## src/hw/rtl/plpc_pkg.sv

```systemverilog
`default_nettype none

package plpc_pkg;

  // Field and register widths
  localparam int unsigned PosW      = 15;
  localparam int unsigned AxisW     = 11;
  localparam int unsigned ArmW      = 12;
  localparam int unsigned DeadzoneW = 10;
  localparam int unsigned StepW     = 10;
  localparam int unsigned CfgDataW  = 15;
  localparam int unsigned CfgIdxW   = 2;
  localparam int unsigned ProdW     = AxisW + StepW;
  localparam int unsigned IncW      = 11;
  localparam int unsigned SumW      = PosW + 2;

  localparam int unsigned ValveHoldTicksDef = 10;

  // Register reset values
  localparam logic [DeadzoneW-1:0] DeadzoneReset = DeadzoneW'(100);
  localparam logic [ArmW-1:0]      ArmLimitReset = ArmW'(2048);
  localparam logic [StepW-1:0]     StepReset     = StepW'(150);
  localparam logic [PosW-1:0]      TopReset      = PosW'(24000);
  localparam logic [PosW-1:0]      HeightReset   = PosW'(4000);

  // x / 1000 == (x / 8) / 125; 268436 = ceil(2^25 / 125), exact for any 18-bit quotient of x / 8
  localparam int unsigned RecipW     = 19;
  localparam int unsigned RecipShift = 25;
  localparam logic [RecipW-1:0] Recip125 = RecipW'(268436);
  localparam int unsigned RecipProdW = (ProdW - 3) + RecipW;

  typedef enum logic [1:0] {
    DIR_HOLD = 2'd0,
    DIR_UP   = 2'd1,
    DIR_DOWN = 2'd2,
    DIR_INIT = 2'd3
  } dir_e;

  typedef enum logic [1:0] {
    VALVE_OFF = 2'd0,
    VALVE_FWD = 2'd1,
    VALVE_REV = 2'd2
  } valve_e;

  typedef enum logic [CfgIdxW-1:0] {
    CFG_DEADZONE  = 2'd0,
    CFG_ARM_LIMIT = 2'd1,
    CFG_STEP      = 2'd2,
    CFG_TOP       = 2'd3
  } cfg_idx_e;

  // Controller state carried from tick to tick
  typedef struct packed {
    logic [PosW-1:0] est;
    logic [PosW-1:0] target;
    dir_e            dir;
    logic            latch;
    valve_e          lift;
    valve_e          supply;
  } plpc_state_t;

  // Pre-digested input item held in the input register
  typedef struct packed {
    logic             neg;
    logic             nudge;
    logic [ProdW-1:0] prod;
    logic             up;
    logic             dn;
    logic             arm_clear;
  } plpc_item_t;

  localparam plpc_state_t StateReset = '{
    est:    HeightReset,
    target: '0,
    dir:    DIR_INIT,
    latch:  1'b0,
    lift:   VALVE_OFF,
    supply: VALVE_OFF
  };

  function automatic logic [IncW-1:0] div1000(input logic [ProdW-1:0] x);
    logic [RecipProdW-1:0] p;
    p = RecipProdW'(x[ProdW-1:3]) * RecipProdW'(Recip125);
    return p[RecipShift +: IncW];
  endfunction

  function automatic logic [PosW-1:0] clamp_level(input logic signed [SumW-1:0] v,
                                                  input logic [PosW-1:0] top);
    logic signed [SumW-1:0] top_s;
    top_s = signed'(SumW'(top));
    if (v > top_s) begin
      return top;
    end else if (v < 0) begin
      return '0;
    end
    return v[PosW-1:0];
  endfunction

endpackage

`default_nettype wire

```

## src/hw/rtl/plpc_step.sv

```systemverilog
`default_nettype none

module plpc_step #(
  parameter int unsigned TimerW    = 5,
  parameter int unsigned HoldTicks = plpc_pkg::ValveHoldTicksDef
) (
  input  plpc_pkg::plpc_state_t           state_i,
  input  logic signed [TimerW-1:0]        timer_i,
  input  plpc_pkg::plpc_item_t            item_i,
  input  logic [plpc_pkg::StepW-1:0]      step_i,
  input  logic [plpc_pkg::PosW-1:0]       top_i,
  output plpc_pkg::plpc_state_t           state_o,
  output logic signed [TimerW-1:0]        timer_o
);

  localparam logic signed [TimerW-1:0] Reload = TimerW'(HoldTicks);

  always_comb begin
    plpc_pkg::plpc_state_t             s;
    logic signed [TimerW-1:0]          tmr;
    logic signed [plpc_pkg::SumW-1:0]  step_s;
    logic signed [plpc_pkg::SumW-1:0]  mv;
    logic signed [plpc_pkg::SumW-1:0]  est_sum;
    logic signed [plpc_pkg::SumW-1:0]  tgt_sum;
    logic signed [plpc_pkg::SumW-1:0]  inc_s;
    logic signed [plpc_pkg::SumW-1:0]  rise;
    logic signed [plpc_pkg::SumW-1:0]  fall;
    logic [plpc_pkg::PosW-1:0]         gap;
    logic [plpc_pkg::IncW-1:0]         inc;
    logic                              latch;

    s       = state_i;
    tmr     = timer_i;
    step_s  = signed'(plpc_pkg::SumW'(step_i));
    mv      = '0;
    tgt_sum = '0;
    inc     = '0;
    inc_s   = '0;
    gap     = '0;
    latch   = state_i.latch;

    // Valve hold runs out: drop supply, count down to the saturating floor
    if (tmr[TimerW-1]) begin
      s.supply = plpc_pkg::VALVE_OFF;
    end else begin
      tmr = tmr - TimerW'(1);
    end

    // Dead reckoning
    unique case (s.dir)
      plpc_pkg::DIR_UP:   mv = step_s;
      plpc_pkg::DIR_DOWN: mv = -step_s;
      plpc_pkg::DIR_INIT: mv = -(step_s <<< 1);
      plpc_pkg::DIR_HOLD: mv = '0;
    endcase
    est_sum = signed'(plpc_pkg::SumW'(s.est)) + mv;
    s.est   = plpc_pkg::clamp_level(est_sum, top_i);

    if (s.dir == plpc_pkg::DIR_INIT) begin
      gap = (s.est >= s.target) ? s.est - s.target : s.target - s.est;
      if (plpc_pkg::SumW'(gap) < plpc_pkg::SumW'({step_i, 1'b0})) begin
        s.dir    = plpc_pkg::DIR_HOLD;
        s.lift   = plpc_pkg::VALVE_OFF;
        s.supply = plpc_pkg::VALVE_REV;
        tmr      = Reload;
      end
    end else begin
      if (item_i.nudge) begin
        inc     = plpc_pkg::div1000(item_i.prod);
        inc_s   = signed'(plpc_pkg::SumW'(inc));
        tgt_sum = signed'(plpc_pkg::SumW'(s.target)) + (item_i.neg ? -inc_s : inc_s);
        s.target = plpc_pkg::clamp_level(tgt_sum, top_i);
      end
      if (item_i.up && !latch) begin
        latch    = 1'b1;
        s.target = (s.dir == plpc_pkg::DIR_DOWN) ? s.est : top_i;
      end
      if (item_i.dn && !latch) begin
        latch    = 1'b1;
        s.target = (s.dir == plpc_pkg::DIR_UP) ? s.est : '0;
      end else begin
        latch = item_i.up || item_i.dn;
      end
      s.latch = latch;
    end

    rise = signed'(plpc_pkg::SumW'(s.target)) - signed'(plpc_pkg::SumW'(s.est));
    fall = -rise;

    if (rise > step_s) begin
      s.lift   = plpc_pkg::VALVE_FWD;
      s.dir    = plpc_pkg::DIR_UP;
      s.supply = plpc_pkg::VALVE_FWD;
      tmr      = Reload;
    end else if (fall > step_s) begin
      if (item_i.arm_clear) begin
        s.lift   = plpc_pkg::VALVE_REV;
        s.dir    = plpc_pkg::DIR_DOWN;
        s.supply = plpc_pkg::VALVE_FWD;
        tmr      = Reload;
      end else begin
        // Arms spread: block descent
        s.lift = plpc_pkg::VALVE_OFF;
        if (s.dir != plpc_pkg::DIR_HOLD) begin
          s.supply = plpc_pkg::VALVE_REV;
          tmr      = Reload;
        end
        s.dir = plpc_pkg::DIR_HOLD;
      end
    end else begin
      s.lift = plpc_pkg::VALVE_OFF;
      if (s.dir != plpc_pkg::DIR_HOLD) begin
        s.supply = plpc_pkg::VALVE_REV;
      end
      s.dir = plpc_pkg::DIR_HOLD;
    end

    state_o = s;
    timer_o = tmr;
  end

endmodule

`default_nettype wire

```

## src/hw/rtl/pneumatic_lift_position_controller_unit.sv

```systemverilog
// An accepted item is held in the input register, then in the result register (the state registers).
// Throughput: one item per cycle while out_stall_i is low; the tick update is a single pass of clamp,
// compare and one constant-reciprocal multiply between the input register and the state registers.
// Reset (rst_ni low, asynchronous) loads the register defaults, height 4000, goal 0,
// motion initialising, valves off, valve timer 0, and empties both stages.
`default_nettype none

module pneumatic_lift_position_controller_unit #(
  parameter int unsigned ValveHoldTicks = plpc_pkg::ValveHoldTicksDef
) (
  input  logic                                clk_i,
  input  logic                                rst_ni,

  // Configuration write port
  input  logic                                cfg_we_i,
  input  logic [plpc_pkg::CfgIdxW-1:0]        cfg_index_i,
  input  logic [plpc_pkg::CfgDataW-1:0]       cfg_data_i,

  // Input items
  input  logic                                in_valid_i,
  output logic                                in_stall_o,
  input  logic signed [plpc_pkg::AxisW-1:0]   axis_i,
  input  logic                                up_button_i,
  input  logic                                down_button_i,
  input  logic [plpc_pkg::ArmW-1:0]           left_arm_position_i,
  input  logic [plpc_pkg::ArmW-1:0]           right_arm_position_i,

  // Result items
  output logic                                out_valid_o,
  input  logic                                out_stall_i,
  output logic [1:0]                          lift_valve_o,
  output logic [1:0]                          supply_valve_o,
  output logic [plpc_pkg::PosW-1:0]           height_o,
  output logic [plpc_pkg::PosW-1:0]           goal_o,
  output logic [1:0]                          motion_o
);

  // Signed timer wide enough for the hold count and the -1 floor
  localparam int unsigned TimerW = $clog2(ValveHoldTicks + 1) + 1;

  // ------------------------------------------------------------------
  // Configuration registers
  // ------------------------------------------------------------------
  logic [plpc_pkg::DeadzoneW-1:0] deadzone_q;
  logic [plpc_pkg::ArmW-1:0]      arm_limit_q;
  logic [plpc_pkg::StepW-1:0]     step_q;
  logic [plpc_pkg::PosW-1:0]      top_q;

  always_ff @(posedge clk_i or negedge rst_ni) begin
    if (!rst_ni) begin
      deadzone_q  <= plpc_pkg::DeadzoneReset;
      arm_limit_q <= plpc_pkg::ArmLimitReset;
      step_q      <= plpc_pkg::StepReset;
      top_q       <= plpc_pkg::TopReset;
    end else if (cfg_we_i) begin
      unique case (plpc_pkg::cfg_idx_e'(cfg_index_i))
        plpc_pkg::CFG_DEADZONE:  deadzone_q  <= cfg_data_i[plpc_pkg::DeadzoneW-1:0];
        plpc_pkg::CFG_ARM_LIMIT: arm_limit_q <= cfg_data_i[plpc_pkg::ArmW-1:0];
        plpc_pkg::CFG_STEP:      step_q      <= cfg_data_i[plpc_pkg::StepW-1:0];
        plpc_pkg::CFG_TOP:       top_q       <= cfg_data_i[plpc_pkg::PosW-1:0];
      endcase
    end
  end

  // ------------------------------------------------------------------
  // Handshake. The state registers double as the result register, so a
  // tick may only run when the previous result has gone or goes now.
  // ------------------------------------------------------------------
  logic s1_valid_q, s1_valid_d;
  logic out_valid_q, out_valid_d;
  logic adv;
  logic in_accept;

  assign adv        = s1_valid_q && (!out_valid_q || !out_stall_i);
  assign in_stall_o = s1_valid_q && !adv;
  assign in_accept  = in_valid_i && !in_stall_o;

  assign s1_valid_d  = in_accept || (s1_valid_q && !adv);
  assign out_valid_d = adv || (out_valid_q && out_stall_i);

  always_ff @(posedge clk_i or negedge rst_ni) begin
    if (!rst_ni) begin
      s1_valid_q  <= 1'b0;
      out_valid_q <= 1'b0;
    end else begin
      s1_valid_q  <= s1_valid_d;
      out_valid_q <= out_valid_d;
    end
  end

  assign out_valid_o = out_valid_q;

  // ------------------------------------------------------------------
  // Input stage: fold the item against the registers. The axis product
  // is formed here so that the divide-by-1000 multiply sits after a
  // register. The user must keep the registers steady while any item is
  // in flight; the block itself does not enforce it.
  logic [plpc_pkg::AxisW-1:0] axis_mag;
  plpc_pkg::plpc_item_t       item_d, s1_item_q;

  assign axis_mag = axis_i[plpc_pkg::AxisW-1] ? (~axis_i + 1'b1) : axis_i;

  always_comb begin
    item_d.neg       = axis_i[plpc_pkg::AxisW-1];
    item_d.nudge     = axis_mag > plpc_pkg::AxisW'(deadzone_q);
    item_d.prod      = plpc_pkg::ProdW'(axis_mag) * plpc_pkg::ProdW'(step_q);
    item_d.up        = up_button_i;
    item_d.dn        = down_button_i;
    item_d.arm_clear = (left_arm_position_i <= arm_limit_q) &&
                       (right_arm_position_i <= arm_limit_q);
  end

  // Payload only: hold while stalled
  always_ff @(posedge clk_i) begin
    if (in_accept) begin
      s1_item_q <= item_d;
    end
  end

  // ------------------------------------------------------------------
  // Tick: controller state and valve timer
  // ------------------------------------------------------------------
  plpc_pkg::plpc_state_t     state_q, state_d;
  logic signed [TimerW-1:0]  timer_q, timer_d;

  plpc_step #(
    .TimerW    (TimerW),
    .HoldTicks (ValveHoldTicks)
  ) u_step (
    .state_i (state_q),
    .timer_i (timer_q),
    .item_i  (s1_item_q),
    .step_i  (step_q),
    .top_i   (top_q),
    .state_o (state_d),
    .timer_o (timer_d)
  );

  always_ff @(posedge clk_i or negedge rst_ni) begin
    if (!rst_ni) begin
      state_q <= plpc_pkg::StateReset;
      timer_q <= '0;
    end else if (adv) begin
      state_q <= state_d;
      timer_q <= timer_d;
    end
  end

  // The result is the state after the tick
  assign lift_valve_o   = state_q.lift;
  assign supply_valve_o = state_q.supply;
  assign height_o       = state_q.est;
  assign goal_o         = state_q.target;
  assign motion_o       = state_q.dir;

`ifndef NO_ASSERTIONS
  // No tick leaves the lift in start-up mode
  a_no_init_after_tick: assert property (@(posedge clk_i) disable iff (!rst_ni)
    out_valid_o |-> (motion_o != plpc_pkg::DIR_INIT))
    else $error("motion still initialising after a tick");

  // A moving lift always has supply open
  a_lift_needs_supply: assert property (@(posedge clk_i) disable iff (!rst_ni)
    (lift_valve_o != plpc_pkg::VALVE_OFF) |-> (supply_valve_o == plpc_pkg::VALVE_FWD))
    else $error("lift valve driven without supply open");

  // Timer stays within the hold count and its floor of -1
  a_timer_range: assert property (@(posedge clk_i) disable iff (!rst_ni)
    (timer_q <= $signed(TimerW'(ValveHoldTicks))) &&
    (timer_q >= $signed({TimerW{1'b1}})))
    else $error("valve timer out of range");

  // State moves only when a tick runs
  a_state_holds: assert property (@(posedge clk_i) disable iff (!rst_ni)
    !adv |=> $stable(state_q) && $stable(timer_q))
    else $error("controller state changed without a tick");
`endif

endmodule

`default_nettype wire
```

## config.mk

```make
export PLATFORM = sky130hd
export DESIGN_NAME = pneumatic_lift_position_controller_unit
export DESIGN_NICKNAME = d
export VERILOG_FILES = /design/src/hw/rtl/plpc_pkg.sv /design/src/hw/rtl/plpc_step.sv /design/src/hw/rtl/pneumatic_lift_position_controller_unit.sv
export SDC_FILE = /design/constraint.sdc
export NUM_CORES = 1
export LEC_CHECK = 0
export BUFFER_PORTS_ARGS = -buffer_cell sky130_fd_sc_hd__buf_2
export CAP_MARGIN = 20
export CORE_MARGIN = 3
export CORE_UTILIZATION = 58
export CTS_CLUSTER_SIZE = 25
export DETAILED_ROUTE_END_ITERATION = 8
export PLACE_DENSITY_LB_ADDON = 0.05
export SLEW_MARGIN = 10
export SYNTH_ARGS = -nofsm -noshare
export SYNTH_HDL_FRONTEND = slang
export SYNTH_SLANG_ARGS = --single-unit
```

## constraint.sdc

```tcl
create_clock -name clk_i -period 18.43 [get_ports clk_i]
set_input_delay 1.843 -clock clk_i [delete_from_list [all_inputs] [get_ports clk_i]]
set_output_delay 1.843 -clock clk_i [all_outputs]
set_load 0.01 [all_outputs]
```

==> metrics.csv, run 1 <==
stage,metric,value,unit
synth,ys_types,90,
detailed_routing,wl,59000,µm
synth,synth_top_area_share,23.0,%
final_layout,area_delta_synth_final,6.33,%
detailed_routing,avgViaCountPerCell,6.14,
worst_setup_path,path_buf_inv,5,
clocking,clk_pin_slew,0.06,ns
timing,tightest_slew,1.10,ns
clocking,cts_hold_buf,0,
placed_design,gp_congestion,1.02,
clocking,clk_path_buf_depth,2,
detailed_routing,ant_nets,0,
placed_design,portBuffers,96,
timing,rsz0062_at_grt,no,
hold_path,hold_path_depth,2,
global_routing,antenna_found_initial,1,
clocking,htree_levels,4,
die,coreArea,33900,µm²
clocking,clk_latency,0.45,ns
worst_setup_path,r2r-start,s1_item_q[12],
final_layout,fin_util,63.1,%
worst_setup_path,cpLargestDelayFamily,compound AO/OA/AOI/OAI gates,
synth,avgSynthCellArea,8.57,µm²
timing,finalSetupTns,0,ns
timing,fin_crit_sh,80.9,%
synth,synth_seq_area_share,14.9,%
die,initial_utilization,59.3,%
global_routing,grt_first_pass_wirelength,93500,µm
worst_setup_path,r2r_slack,3.52,ns
final_layout,final_nets,2919,
synth,synth.cell_area,20100,µm²
synth,synth-seq-cells,114,
clocking,cts_resized,0,
outcome,status,completed,
timing,fmax,67.0,MHz
final_layout,insertedDiodeCount,0,
global_routing,grtUsageTotal,32.8,%
placed_design,place_ws,3.71,ns
timing,final_hold_viol_count,0,
die,die_height,192,µm
worst_setup_path,arrival,15.24,ns
die,rows,67,
hold_path,hp-start,lift_valve_o[1],
synth,async_flop_share,79.8,%
timing,fin_skew,0.0187,ns
synth,syn_inst,2343,
worst_setup_path,rr_worst_depth,57,
die,die_area,36900,µm²
timing,min_period,14.91,ns
synth,ys_warn_count,0,
hold_path,hold_path.class,reg -> reg,
clocking,postCtsSetupBuffers,0,
global_routing,grt_pass1_vias,17145,
synth,postSynthNetCount,2893,
synth,synthTopCellsByArea,"ha_1 (23%), fa_1 (12%), dfrtp_1 (8.5%)",
timing,slew_viol_final,0,
placed_design,dpl.hpwl,47600,µm
worst_setup_path,worstPathMaxFanout,12,
worst_setup_path,worst_r2r_endpoint,timer_q[1],
timing,setup_viol,0,
global_routing,overflow,0,
global_routing,grt_max_degree,61,
detailed_routing,drtIter0Drc,1392,
clocking,cts_root_buf,clkbuf_16,
synth,synth_top_area_cell,ha_1,
worst_setup_path,path_class,reg -> reg,
worst_setup_path,cp.required,18.76,ns
timing,slew_headroom,26.6,%
worst_setup_path,slowest_stage,mux2i_2,
detailed_routing,vias,17389,
clocking,cts_inserted_buffers,17,
die,io_pins,97,
synth,synth_ff_type,dfrtp_1,
worst_setup_path,worstSetupEndpointType,register,
clocking,cts_tree,yes,
timing,setup_slack,3.52,ns
worst_setup_path,crit_path_start_kind,register,
run,max_cap_viol_count,0,
die,die_width,192,µm
hold_path,hold-path-endpoint,lift_valve_o[1],
worst_setup_path,slowest_delay,0.69,ns
detailed_routing,drc_errors,0,
clocking,cts_sinks,114,
detailed_routing,firstDrtPassIters,6,
worst_setup_path,cp_common_cell,ha_1,
detailed_routing,wire_per_inst,20.8,µm
final_layout,drive_above_1_share,10.8,%
synth,synth_edf_count,23,
## logic make-up (layout without fill, tap and decap cells)
family          after synthesis  after routing  synth area share (%)
xor+xnor                     95             95                  4.18
flops                       114            114                  14.9
compound gates              545            545                  18.3
buf+inv                     451            490                  9.21
fa+ha+maj                   491            491                  35.1
mux                          80             80                  4.37
simple gates                567            567                  13.9
## sequential cells by signal, indices dropped and copies added, names as in the netlist, 5 cells and up
register     count
arm_limit_q     12
deadzone_q      10
goal_o          15
height_o        15
s1_item_q       23
step_q          10
timer_q          5
top_q           15
## synthesized netlist by cell type, types with 21 or more instances
master and count:
edfxtp_1 23, xnor2_1 67, nand3_1 41, and2_1 43, mux2_2 47, buf_4 37, nand4_1 23, mux2i_1 29
a21o_1 53, o21ai_0 109, nor2b_1 22, o21a_1 31, nor3_1 42, inv_1 339, ha_1 370, xor2_1 27
nor2_1 104, dfstp_2 23, a21oi_1 120, nand2b_1 24, nand2_1 188, fa_1 121, dfrtp_1 68, a211oi_1 21
clkbuf_1 64, a31oi_1 22
## worst min-delay path: cells and delay by family (launching register included)
family / cells / cell delay (ns)
DFF: 1 / 0.34
and+or+nand+nor: 2 / 0.10
## per-stage QoR
step	instances	cell area (µm²)	hold slack, ns
detailed placement	2796	20700	0.460
finish	2830	21400	0.471
floorplan	2343	20100	0.447
global route	2830	21400	0.492
CTS	2828	21300	0.475
global placement	2795	20700	0.459
## cells in the final DEF (no fill, tap or decap), types with 23 or more instances in the layout
master	Yosys	final
o21a_1	31	31
buf_2	3	95
nand3_1	41	41
nor3_1	42	42
dfstp_2	23	23
nand4_1	23	23
nor2_1	104	104
a21oi_1	120	120
inv_1	339	339
a21o_1	53	53
nand2b_1	24	24
xnor2_1	67	67
nand2_1	188	188
and2_1	43	43
mux2i_1	29	29
ha_1	370	370
mux2_2	47	47
dfrtp_1	68	68
edfxtp_1	23	23
xor2_1	27	27
o21ai_0	109	109
fa_1	121	121
## worst max-delay path by stage
stage,start,endpoint,slack [ns],depth (start not counted)
floorplan,s1_item_q[13],timer_q[1],5.51,56
global placement,s1_item_q[13],timer_q[1],4.13,56
detailed placement,s1_item_q[13],timer_q[1],3.71,55
CTS,s1_item_q[12],timer_q[1],3.68,57
global route,s1_item_q[14],timer_q[1],2.37,56
finish,s1_item_q[12],timer_q[1],3.52,57
## layout make-up
type,instances,area [µm²]
clock buffer,20,479
clock inverter,12,165
fill,2947,12500
inverter,341,1280
multi-input combinational,1778,15200
sequential,114,3000
tap,448,561
timing repair buffer,117,637
## per-layer routing
| metal | track usage [%] | part of all wire [%] | wire length (µm) |
|---|---|---|---|
| met5 | 0 | 0.022 | 13 |
| met4 | 12.0 | 3.6 | 2100 |
| met2 | 49.6 | 43 | 25200 |
| met3 | 9.82 | 10 | 5950 |
| met1 | 44.4 | 44 | 25700 |
Power of run 1 is not shown: default switching activity piles up to over one toggle a cycle in this logic, so the estimate is an artifact.
==> inputs of run 2 (changes only) <==
clock period = 14.6 ns   (was 18.43 ns; I/O delays follow)
==> run 2 against run 1 <==
Sequential cell count unchanged. Largest cell class unchanged. Maximum frequency increased by 8.8%. Register-to-register slack worse by 2.6 ns. Cell count increased by 0.28%. Die area unchanged. Hold slack improved by 0.014 ns. First-iteration DRC count down 4.5%. Core utilization increased by 0.20 points. Critical path depth shrank 3. Clock skew decreased by 0.0025 ns. Clock-buffer cell count down 1. Design area rose by 0.31%.
==> metrics.csv, run 2 (synthesized netlist as in run 1, its figures left out) <==
stage,metric,value,unit,change
detailed_routing,drc_errors,0,,unchanged
detailed_routing,firstDrtPassIters,7,,+1
clocking,cts_inserted_buffers,17,,unchanged
timing,tightest_slew,1.15,ns,+0.0535 ns
global_routing,antenna_found_initial,0,,-1
final_layout,fillers,2955,,+0.27%
timing,fmax,72.9,MHz,+8.8%
clocking,cts_sinks,114,,unchanged
final_layout,drive_above_1_share,11.5,%,+0.68 points
detailed_routing,drtIter0Drc,1329,,-4.5%
placed_design,gp_congestion,1.01,,-1.4%
die,coreArea,33900,µm²,unchanged
global_routing,overflow,0,,unchanged
die,die_area,36900,µm²,unchanged
timing,slew_viol_final,0,,unchanged
detailed_routing,wl,60200,µm,+2.1%
timing,slew_headroom,23.0,%,-3.6 points
die,die_height,192,µm,unchanged
clocking,cts_tree,yes,,
run,max_cap_viol_count,0,,unchanged
die,die_width,192,µm,unchanged
worst_setup_path,rr_worst_depth,54,,-5.3%
clocking,clk_latency,0.45,ns,about the same
worst_setup_path,r2r_slack,0.89,ns,-2.63 ns
worst_setup_path,worst_r2r_endpoint,timer_q[1],,
timing,final_hold_viol_count,0,,unchanged
detailed_routing,vias,17539,,+0.86%
detailed_routing,wire_per_inst,21.2,µm,+1.8%
worst_setup_path,arrival,14.05,ns,-1.19 ns
worst_setup_path,r2r-start,s1_item_q[14],,
die,initial_utilization,59.3,%,unchanged
global_routing,grt_first_pass_wirelength,94600,µm,+1.1%
placed_design,dpl.hpwl,48400,µm,+1.6%
global_routing,grtUsageTotal,33.0,%,+0.25 points
timing,fin_crit_sh,93.9,%,+13 points
worst_setup_path,cp.required,14.93,ns,-3.83 ns
clocking,clk_path_buf_depth,2,,unchanged
outcome,status,completed,,
final_layout,final_cell_mix,"ha_1 (370), inv_1 (339), nand2_1 (188)",,
die,rows,67,,unchanged
worst_setup_path,slowest_stage,fa_1,,
worst_setup_path,slowest_delay,0.55,ns,-0.14 ns
hold_path,hold_path.class,reg -> reg,,
clocking,cts_hold_buf,0,,unchanged
timing,setup_viol,0,,unchanged
detailed_routing,ant_nets,0,,unchanged
clocking,cts_root_buf,clkbuf_16,,
final_layout,top_register,s1_item_q,,
detailed_routing,avgViaCountPerCell,6.18,,+0.58%
timing,fin_skew,0.0162,ns,-0.00251 ns
global_routing,grt_max_degree,56,,-8.2%
clocking,clk_pin_slew,0.07,ns,about the same
die,io_pins,97,,unchanged
clocking,htree_levels,4,,unchanged
final_layout,final_common_cell,ha_1,,
timing,finalSetupTns,0,ns,unchanged
placed_design,portBuffers,96,,unchanged
final_layout,area_delta_synth_final,6.66,%,
worst_setup_path,worstPathMaxFanout,10,,-2
final_layout,insertedDiodeCount,0,,unchanged
global_routing,grt_pass1_vias,17197,,+0.30%
final_layout,largest_reg_flops,23,,unchanged
timing,rsz0062_at_grt,no,,
worst_setup_path,worstSetupEndpointType,register,,
worst_setup_path,crit_end,timer_q[1],,
worst_setup_path,path_class,reg -> reg,,
final_layout,final_nets,2927,,+0.27%
timing,min_period,13.71,ns,-1.20 ns
worst_setup_path,crit_path_start,s1_item_q[14],,
worst_setup_path,cp_common_cell,ha_1,,
worst_setup_path,crit_path_start_kind,register,,
[run 2: changes by cell type in the layout (fill, tap and decap cells not counted), moves of 2 or more]
cell,change
buf_4,+7
a21oi_1,-2
a21oi_2,+2
clkinvlp_4,+2
nor3_1,-2
nor3_2,+2
o21ai_0,-2
o21ai_1,+2
[run 2: area by class of cell]
cell class                 instances  area (µm²)  area share [%]
tap                              448         561            2.62
clock buffer                      19         454            2.12
clock inverter                    13         146           0.683
sequential                       114        3000            14.0
multi-input combinational       1778       15300            71.4
inverter                         341        1280            5.97
timing repair buffer             125         697            3.25
[run 2: how the worst min path moves through the flow]
stage / start / endpoint / depth (start not counted) / slack, ns
finish: lift_valve_o[1] / lift_valve_o[1] / 2 / 0.49
global route: supply_valve_o[0] / supply_valve_o[0] / 1 / 0.51
CTS: lift_valve_o[1] / lift_valve_o[1] / 2 / 0.49
detailed placement: lift_valve_o[1] / lift_valve_o[1] / 2 / 0.47
global placement: lift_valve_o[0] / lift_valve_o[0] / 2 / 0.46
floorplan: lift_valve_o[0] / lift_valve_o[0] / 2 / 0.45
[run 2: metrics by stage]
stage	hold WS, ns	worst slack [ns]	cell area (µm²)	instances	utilization, %
floorplan	0.447	1.68	20100	2343	-
global placement	0.457	0.855	20700	2795	61.1
detailed placement	0.471	0.334	20700	2796	61.1
CTS	0.486	0.269	21300	2828	62.9
global route	0.512	0.0106	21400	2838	63.3
finish	0.486	0.886	21400	2838	63.3
[run 2: what timing repair did]
item | CTS | global route
gates resized for setup | 0 | 12
endpoints found under the setup margin | 0 | 9
buffers inserted | 0 | 6
[run 2: routing by layer]
metal / wire (µm) / track usage (%)
met3: 5450 / 7.56
met2: 26000 / 50.1
met1: 27100 / 47.0
met5: 0 / 0
met4: 1680 / 9.89
[run 2: critical path: cells and delay by family (launching register included)]
| kind | cells | cell delay (ns) |
|---|---|---|
| buf+inv | 3 | 0.35 |
| fa+ha+maj | 11 | 4.14 |
| xor+xnor | 4 | 0.90 |
| mux | 2 | 0.44 |
| flops | 1 | 0.51 |
| compound gates | 18 | 3.55 |
| simple gates | 16 | 3.69 |
Power of run 2 is left out for the same reason.
